File: src/sv/tmnq_pkg.sv
// Shared types and codes for the triangle mesh neighbor query block.
// No dependencies; imported by the top module and the distance unit, not by the table storage.
package tmnq_pkg;

    // Operation carried in s_tuser
    typedef enum logic [1:0] {
        OP_INSERT = 2'd0,
        OP_LOOKUP = 2'd1,
        OP_QUERY  = 2'd2,
        OP_CLEAR  = 2'd3
    } op_t;

    // Result status codes
    localparam logic [1:0] STATUS_OK        = 2'd0;
    localparam logic [1:0] STATUS_NOT_FOUND = 2'd1;
    localparam logic [1:0] STATUS_FULL      = 2'd2;

    // Fixed port field widths
    localparam int unsigned PORT_ID_W    = 16;
    localparam int unsigned PORT_COORD_W = 16;
    localparam int unsigned INDEX_W      = 10;
    localparam int unsigned OUT_IDS      = 3;

    // Sequencer states
    typedef enum logic [3:0] {
        ST_IDLE,
        ST_RD,
        ST_EVAL,
        ST_CORNER,
        ST_SQY,
        ST_PLACE,
        ST_CHK_RD,
        ST_CHK_EVAL
    } state_t;

    // Control of the shared square-accumulate unit
    typedef struct packed {
        logic en;
        logic clear;
    } sq_ctl_t;

endpackage

File: src/sv/tmnq_sqacc.sv
// Shared distance unit: squares |a - b| and adds it into an accumulator.
// Depends on tmnq_pkg for the control struct.
module tmnq_sqacc #(
    parameter int COORD_BITS = 16
) (
    input  logic                        clk,
    input  tmnq_pkg::sq_ctl_t           ctl,
    input  logic signed [COORD_BITS-1:0] a,
    input  logic signed [COORD_BITS-1:0] b,
    output logic [2*COORD_BITS+2:0]     acc
);
    import tmnq_pkg::*;

    localparam int DW = 2 * COORD_BITS + 3;

    logic signed [COORD_BITS:0]   diff;
    logic [COORD_BITS:0]          mag;
    logic [2*COORD_BITS+1:0]      sq;
    logic [DW-1:0]                acc_reg;

    // Magnitude of the difference and its square
    always_comb
    begin
        diff = (COORD_BITS+1)'(a) - (COORD_BITS+1)'(b);
        mag  = diff[COORD_BITS] ? (COORD_BITS+1)'(-diff) : (COORD_BITS+1)'(diff);
        sq   = (2*COORD_BITS+2)'(mag) * (2*COORD_BITS+2)'(mag);
    end

    // Accumulate, restarting from zero on clear
    always_ff @(posedge clk)
    begin
        if (ctl.en)
        begin
            acc_reg <= (ctl.clear ? DW'(0) : acc_reg) + DW'(sq);
        end
    end

    assign acc = acc_reg;

endmodule
File: config.mk
export PLATFORM = sky130hd
export DESIGN_NAME = tmnq_sqacc
export DESIGN_NICKNAME = d
export VERILOG_FILES = /design/src/sv/tmnq_pkg.sv /design/src/sv/tmnq_sqacc.sv
export SDC_FILE = /design/constraint.sdc
export NUM_CORES = 1
export LEC_CHECK = 0
export BUFFER_PORTS_ARGS = -buffer_cell sky130_fd_sc_hd__buf_2
export CORE_AREA = 3 3 208 169
export CTS_BUF_LIST = sky130_fd_sc_hd__clkbuf_4
export CTS_CLUSTER_SIZE = 40
export DETAILED_ROUTE_END_ITERATION = 8
export DIE_AREA = 0 0 211 172
export PLACE_DENSITY = 0.52
export SYNTH_ARGS = -nofsm -noshare
export SYNTH_HDL_FRONTEND = slang
export SYNTH_SLANG_ARGS = --single-unit
export TNS_END_PERCENT = 20
File: constraint.sdc
create_clock -name clk -period 10.7 [get_ports clk]
set_input_delay 2.14 -clock clk [delete_from_list [all_inputs] [get_ports clk]]
set_output_delay 2.14 -clock clk [all_outputs]
set_load 0.02 [all_outputs]
-- Yosys cells after proc, flatten, opt, wreduce, memory -nomap -nowiden
Index checks and enable logic that the tools add are counted.
- register bits after elaboration: 35
- bits of input ports: 35
- output and inout port bits: 35
- logic and storage cells: 7
- add/sub/neg operators: 3
- $mul: 1
- multiplexer cells: 2
- operators with widths (kind ; number):
    $add A35 B34 Y35 ; 1
    $mux W35 ; 1
    $mul A17 B17 Y34 ; 1
    $mux W17 ; 1
    $neg A17 Y17 ; 1
    $sub A16 B16 Y17 ; 1

-- Longest topological paths before layout
Gate-level depths: netlist of the first run.
- word-level depth: 5
- gate-level depth with buffers: 36
- depth with buffers taken out: 35

-- Worst setup path before layout of the first run
No wires, ideal clock.
- path kind: input to register
- from: in b[5]
- to: reg acc_reg[33], in the netlist acc[33], data pin
- setup time: 258 ps
- arrival time: 10129 ps
- data required time: 10442 ps
- setup slack: 314 ps
- stages on the path: 31
- buffers on the path: 2
- path through: inv_1 -> ha_1 -> or3_1 -> a21oi_1 -> a21oi_1 -> a311o_1 -> a21oi_1 -> clkbuf_1 -> o21ai_0 -> xor2_1 -> inv_1 -> clkbuf_1 -> nand2_1 -> fa_1 -> fa_1 -> fa_1 -> inv_1 -> fa_1 -> fa_1 -> inv_1 -> fa_1 -> inv_1 -> ha_1 -> a21o_1 -> a31oi_1 -> a31oi_1 -> o21ai_0 -> o21ai_0 -> a221o_1 -> a21oi_1 -> xnor2_1
- word-level cells in the longest chain between the ends: 5
- RTL lines (item ; line ; text):
    from (decl) ; tmnq_sqacc.sv:9 ; input logic signed [COORD_BITS-1:0] b,
    $sub A16 B16 Y17 * ; tmnq_sqacc.sv:24 ; diff = (COORD_BITS+1)'(a) - (COORD_BITS+1)'(b);
    $neg A17 Y17 ; tmnq_sqacc.sv:25 ; mag = diff[COORD_BITS] ? (COORD_BITS+1)'(-diff) : (COORD_BITS+1)'(diff);
    $mux W17 * ; tmnq_sqacc.sv:25 ;
    $mul A17 B17 Y34 * ; tmnq_sqacc.sv:26 ; sq = (2*COORD_BITS+2)'(mag) * (2*COORD_BITS+2)'(mag);
    $add A35 B34 Y35 * ; tmnq_sqacc.sv:34 ; acc_reg <= (ctl.clear ? DW'(0) : acc_reg) + DW'(sq);
    to (signal assigned) ; tmnq_sqacc.sv:34 ;
    to (decl) ; tmnq_sqacc.sv:19 ; logic [DW-1:0] acc_reg;
Mark *: on every way between the ends. The rest lies on a longest branch, timed or not.
A chain may end at the register's enable or synchronous reset.

-- Final worst setup path of the first run
- from: in a[4]
- to: reg acc_reg[33], in the netlist acc[33], data pin
- word-level cells in the longest chain between the ends: 5
- RTL lines (item ; line ; text):
    from (decl) ; tmnq_sqacc.sv:8 ; input logic signed [COORD_BITS-1:0] a,
    $sub A16 B16 Y17 * ; tmnq_sqacc.sv:24 ;
    $neg A17 Y17 ; tmnq_sqacc.sv:25 ;
    $mux W17 * ; tmnq_sqacc.sv:25 ;
    $mul A17 B17 Y34 * ; tmnq_sqacc.sv:26 ;
    $add A35 B34 Y35 * ; tmnq_sqacc.sv:34 ;
Marks and branches as above.

==> results.md, run 1 <==
- Worst Path Required: 10.86 ns
- Status: complete, no violations
- WL final: 29680 um
- Clk Latency, worst-skew pair: 0.38 ns
- Clock transition at path regs: 0.15 ns
- Clock root buffer: clkbuf_4
- CTS Buf Count: 5
- Number of global-route vias before repair: 9266
- DIE AREA: 0.03629 mm2
- Delay of the slowest cell on the worst path: 0.56 ns
- Sequential fraction of the synthesis area: 0.09087
- Die width: 211 um
- CP startpoint kind: primary input
- RSZ-0062 raised after global routing: false
- Max-slew headroom: 0.3854
- DRT antenna net count: 0
- IO Port Bufs: 69
- Core box area: 0.03341 mm2
- Max frequency: 0.09709 GHz
- GRT Overall Usage: 0.1756
- Crit Path Class: in2reg
- Area grow syn2layout: 11.98%
- Final setup violation count: 0
- WL per Instance: 16.10 um
- CP endpoint kind: register
- Avg Vias per Cell: 4.624
- Clock H-tree levels: 2
- Number of post-CTS setup repair buffers: 0
- Hold Crit Class: reg2reg
- Initial antenna violation count: 1
- Final worst path period share: 0.9626
- Clk_skew: 0.02351 ns
- Clock Sinks: 35
- Global placer's final weighted congestion: 0.8528
- Fraction of layout cells with a size suffix above 1: 0.1128
- Critical Path Most Common Cell: fa_1
- Drt pass-1 iters: 5
- Worst Tran Pin Value: 0.9219 ns
- Slew Viols, Final: 0
- Max reg flops: 35
- Hpwl dp: 26180 um
- Final Hold Fails: 0
- Clock tree buffer depth: 2
- Pre-CTS setup slack: -0.1175 ns
- Iteration-0 DRC Markers: 444
- Die height: 172 um
- Vias: 8527
- Top_reg_cell synth: edfxtp_1
- Worst-path fanout max: 9
- Synth Cell Area: 0.01157 mm2
- DR DRC count: 0
- Initial Util: 0.3462
- Worst setup margin: 0.4004 ns
- First-pass GRT wire length: 50070 um
- CP max-delay cell: or4b_4
- Grt ovf: 0
- Final nets: 1795
- Ys Warns: 0
- Largest net degree at the start of global routing: 36
- Syn_area_per_cell: 8.945 um2
- Max-cap violations: 0
- Top Ports: 70
- CP arrival: 10.46 ns
- Async S/R FF share, synth: 0
- Most frequent cells in the layout: inv_1, fa_1, ha_1
- CTS tree: yes
- Synthesized flop and latch total: 35
- Most common cell after layout, fill and taps aside: inv_1
- Gate Count Post-Synth: 1293
- Post-synth EDFFs: 35
- Tmin final: 10.30 ns
- Netlist cell types: 62
- FP Rows: 60
[metal layers]
layer / vias to the layer above / part of all wire / GRT usage
met2: 174 / 0.44 / 0.2799
met3: 20 / 0.052 / 0.02467
li1: 4145 / - / -
met1: 4188 / 0.50 / 0.2612
met5: - / 0 / 0
met4: 0 / 0.0098 / 0.02532
[logic make-up (layout without fill, tap and decap cells)]
| group | count (synthesis) | in the layout | synth area share |
|---|---|---|---|
| mux | 2 | 2 | 0.001947 |
| compound gates | 140 | 140 | 0.08124 |
| simple gates | 296 | 296 | 0.1195 |
| fa+ha+maj | 352 | 352 | 0.5255 |
| xor+xnor | 61 | 61 | 0.04846 |
| other cells | 2 | 11 | 0.0006493 |
| buf+inv | 405 | 513 | 0.1318 |
| flops | 35 | 35 | 0.09087 |
[critical path, delay by kind of cell]
kind | cells | cell delay, ns
AND/OR/NAND/NOR | 5 | 1.49
buffers and inverters | 6 | 0.54
AO/OA/AOI/OAI | 11 | 2.46
adder cells (fa/ha/maj) | 8 | 3.54
XOR/XNOR | 2 | 0.27
[path summary, 6_finish.rpt]
path / startpoint / to / slack, ns / depth (start not counted)
hold reg to reg: acc[0] / acc[0] / 0.73 / 2
setup / recovery: a[4] / acc[33] / 0.40 / 32
hold / removal: acc[0] / acc[0] / 0.73 / 2
setup reg to reg: acc[10] / acc[28] / 4.93 / 17
[metrics by stage]
step	setup TNS, ns	cells	utilization	hold WS (ns)	area (um2)
after floorplan	0	1301	-	0.8243	11600
after global placement	-0.02987	1835	0.3846	0.6906	12850
after detailed placement	-0.1722	1835	0.3846	0.6939	12850
after CTS	0	1843	0.3871	0.7425	12930
after global routing	0	1844	0.3877	0.7799	12950
final	0	1844	0.3877	0.7325	12950
[cell usage after synthesis (8+ instances only)]
master    number  area (um2)
fa_1         223        4464
nand2_1      104       390.4
and2_1         8       50.05
a21o_1        22       165.2
clkbuf_1      27       101.4
nor3_1        13       65.06
nand3_1       12       60.06
edfxtp_1      35        1051
inv_1        367        1378
nand4_1       10       62.56
xnor2_1       37       324.1
nor2b_1       25       156.4
nor2_1        81       304.0
a31oi_1        8       50.05
ha_1         129        1614
o21ai_0       22       110.1
nand2b_1      21       131.4
a21oi_1       42       210.2
xor2_1        22       192.7
[layout make-up]
class                   count  area, um2
diodes                      1      2.502
clock buffers               5      37.54
clock inverters             3      43.79
fillers                  3438      20460
inverters                 376       1414
multi-input cells         861       9039
flip-flops and latches     35       1051
well taps                 434      543.0
repair buffers            129      820.8
[timing repair]
action / 4_1_cts / 5_1_grt
endpoints found under the setup margin: 0 / 9
resized for setup: 0 / 6
hold buffers: 0 / 0
Power of run 1 is left out: the tool's default activity adds up to more than one toggle a clock period on the data nets, which glitch-free logic cannot reach.
==> inputs of run 2 (changes only) <==
Settings changed: CTS_BUF_LIST sky130_fd_sc_hd__clkbuf_4 to sky130_fd_sc_hd__clkbuf_4 sky130_fd_sc_hd__clkbuf_8 sky130_fd_sc_hd__clkbuf_16, RECOVER_POWER set to 100.
==> run 2 against run 1 <==
Compared with the run above: the run now ends with max-capacitance violations, max-slew violations left; sequential share of layout area hardly changed; first-iteration DRC count decreased by 4.7%; sequential cell count stayed put; critical path type unchanged; critical endpoint is now acc[28]; largest cell class unchanged.
==> results.md, run 2 (same netlist as run 1, synthesis figures left out) <==
- Status: finished with violations (was complete, no violations)
- Failing checks: max-capacitance violations, max-slew violations
- IO Port Bufs: 69 (unchanged)
- Clock H-tree levels: 2 (unchanged)
- Seq. cell area: 0.001051 mm2 (unchanged)
- DR DRC count: 0 (unchanged)
- Multi-input logic area: 0.009061 mm2 (was 0.009039 mm2)
- Placed insts: 1835 (unchanged)
- CP endpoint kind: register (unchanged)
- Post-route cell area: 0.01299 mm2 (was 0.01295 mm2)
- Hpwl dp: 26180 um (unchanged)
- Top delay family on crit path: adder cells (unchanged)
- Number of diodes: 0 (was 1)
- Clock Sinks: 35 (unchanged)
- Tmin final: 10.28 ns (was 10.30 ns)
- First-pass GRT wire length: 50110 um (was 50070 um)
- Global placer's final weighted congestion: 0.8528 (unchanged)
- Placed Area: 0.01285 mm2 (unchanged)
- Max reg flops: 35 (unchanged)
- Max frequency: 0.09725 GHz (was 0.09709 GHz)
- WL final: 29810 um (was 29680 um)
- Fraction of layout cells with a size suffix above 1: 0.08298 (was 0.1128)
- Final setup violation count: 0 (unchanged)
- CTS tree: yes (unchanged)
- Final Hold Fails: 0 (unchanged)
- CP max-delay cell: or4b_4 (unchanged)
- Slew Viols, Final: 36 (was 0)
- Final worst path period share: 0.9610 (was 0.9626)
- Area grow syn2layout: 12.34% (was 11.98%)
- Drt pass-1 iters: 5 (unchanged)
- Crit Path Class: in2reg (unchanged)
- Die height: 172 um (unchanged)
- Hold_buf cts: 0 (unchanged)
- DRT antenna net count: 0 (unchanged)
- Grt ovf: 0 (unchanged)
- Clock root buffer: clkbuf_16 (was clkbuf_4)
- Iteration-0 DRC Markers: 423 (was 444)
- Top Ports: 70 (unchanged)
- Clock tree buffer depth: 2 (unchanged)
- WP buf/inv: 8 (was 6)
- DIE AREA: 0.03629 mm2 (unchanged)
- Avg Vias per Cell: 4.599 (was 4.624)
- GRT Overall Usage: 0.1759 (was 0.1756)
- CTS Buf Count: 5 (unchanged)
- Vias: 8481 (was 8527)
- Final nets: 1796 (was 1795)
- Fill count: 3457 (was 3438)
- Clock transition at path regs: 0.06 ns (was 0.15 ns)
- Number of global-route vias before repair: 9297 (was 9266)
- Worst Path Required: 10.73 ns (was 10.86 ns)
- WL per Instance: 16.16 um (was 16.10 um)
- Minimum hold slack: 0.7244 ns (was 0.7325 ns)
- CP arrival: 10.32 ns (was 10.46 ns)
- Die width: 211 um (unchanged)
- Most frequent cells in the layout: inv_1, fa_1, ha_1 (unchanged)
- Largest net degree at the start of global routing: 36 (unchanged)
- Max-cap violations: 1 (was 0)
- Layout Cells excl Fill: 1844 (unchanged)
- Worst-path fanout max: 9 (unchanged)
- RSZ-0062 raised after global routing: false (unchanged)
- Delay of the slowest cell on the worst path: 0.55 ns (was 0.56 ns)
- Clk_skew: 0.009034 ns (was 0.02351 ns)
- Max-slew headroom: -0.4960 (was 0.3854)
- Initial antenna violation count: 0 (was 1)
- Clk Latency, worst-skew pair: 0.29 ns (was 0.38 ns)
- Core box area: 0.03341 mm2 (unchanged)
- Most common cell after layout, fill and taps aside: inv_1 (unchanged)
- Worst Tran Pin Value: 2.244 ns (was 0.9219 ns)
- FP Rows: 60 (unchanged)
- Initial Util: 0.3462 (unchanged)
- Hold Crit Class: reg2reg (unchanged)
- CP startpoint kind: primary input (unchanged)
run 2: cell count changes in the layout (fill, tap and decap cells not counted), sizes merged:
cell,before,now
diode,1,0
buf,129,85
clkbuf,5,50
run 2: worst paths after layout:
kind | from | to | slack, ns | cells past startpoint
max | b[4] | acc[28] | 0.42 | 33
min | acc[1] | acc[1] | 0.72 | 2
max reg2reg | acc[10] | acc[28] | 4.92 | 17
min reg2reg | acc[1] | acc[1] | 0.72 | 2
run 2: worst reg2reg max path: stages (launching register included):
cell and delay (ns):
edfxtp_1 0.39, nor2b_1 0.17, fa_1 0.53, fa_1 0.51, inv_1 0.08, fa_1 0.50
inv_1 0.06, fa_1 0.58, fa_1 0.45, ha_1 0.30, a21o_1 0.19, a21oi_1 0.31
a2bb2oi_1 0.32, a211oi_2 0.15, o21ai_0 0.31, a21boi_0 0.20, o41ai_1 0.36, xnor2_1 0.12
run 2: per-stage QoR:
step / worst slack, ns / util / setup TNS [ns]
detailed placement: -0.1175 / 0.3846 / -0.1722
floorplan: 0.3137 / - / 0
CTS: 0.1113 / 0.3897 / 0
global route: 0.004108 / 0.3890 / 0
finish: 0.4177 / 0.3890 / 0
global placement: -0.02987 / 0.3846 / -0.02987
run 2: what timing repair did:
action	4_1_cts	5_1_grt
resized for setup	0	13
endpoints found under the setup margin	0	12
buffers inserted	0	1
run 2: cell type report:
type	count	share of cell area
Clock inverter	3	0.003370
Timing Repair Buffer	130	0.05816
Sequential cell	35	0.08089
Inverter	376	0.1088
Clock buffer	5	0.009629
Multi-Input combinational cell	861	0.6974
Tap cell	434	0.04179
run 2: routing by layer:
metal / global-route usage / up-vias / share of wire / wire length, um
met5: 0 / - / 0 / 0
met4: 0.02765 / 0 / 0.010 / 299
met3: 0.02485 / 18 / 0.054 / 1616
met2: 0.2799 / 169 / 0.44 / 13160
met1: 0.2612 / 4148 / 0.49 / 14730
li1: - / 4146 / - / -
Power of run 2 is left out for the same reason.
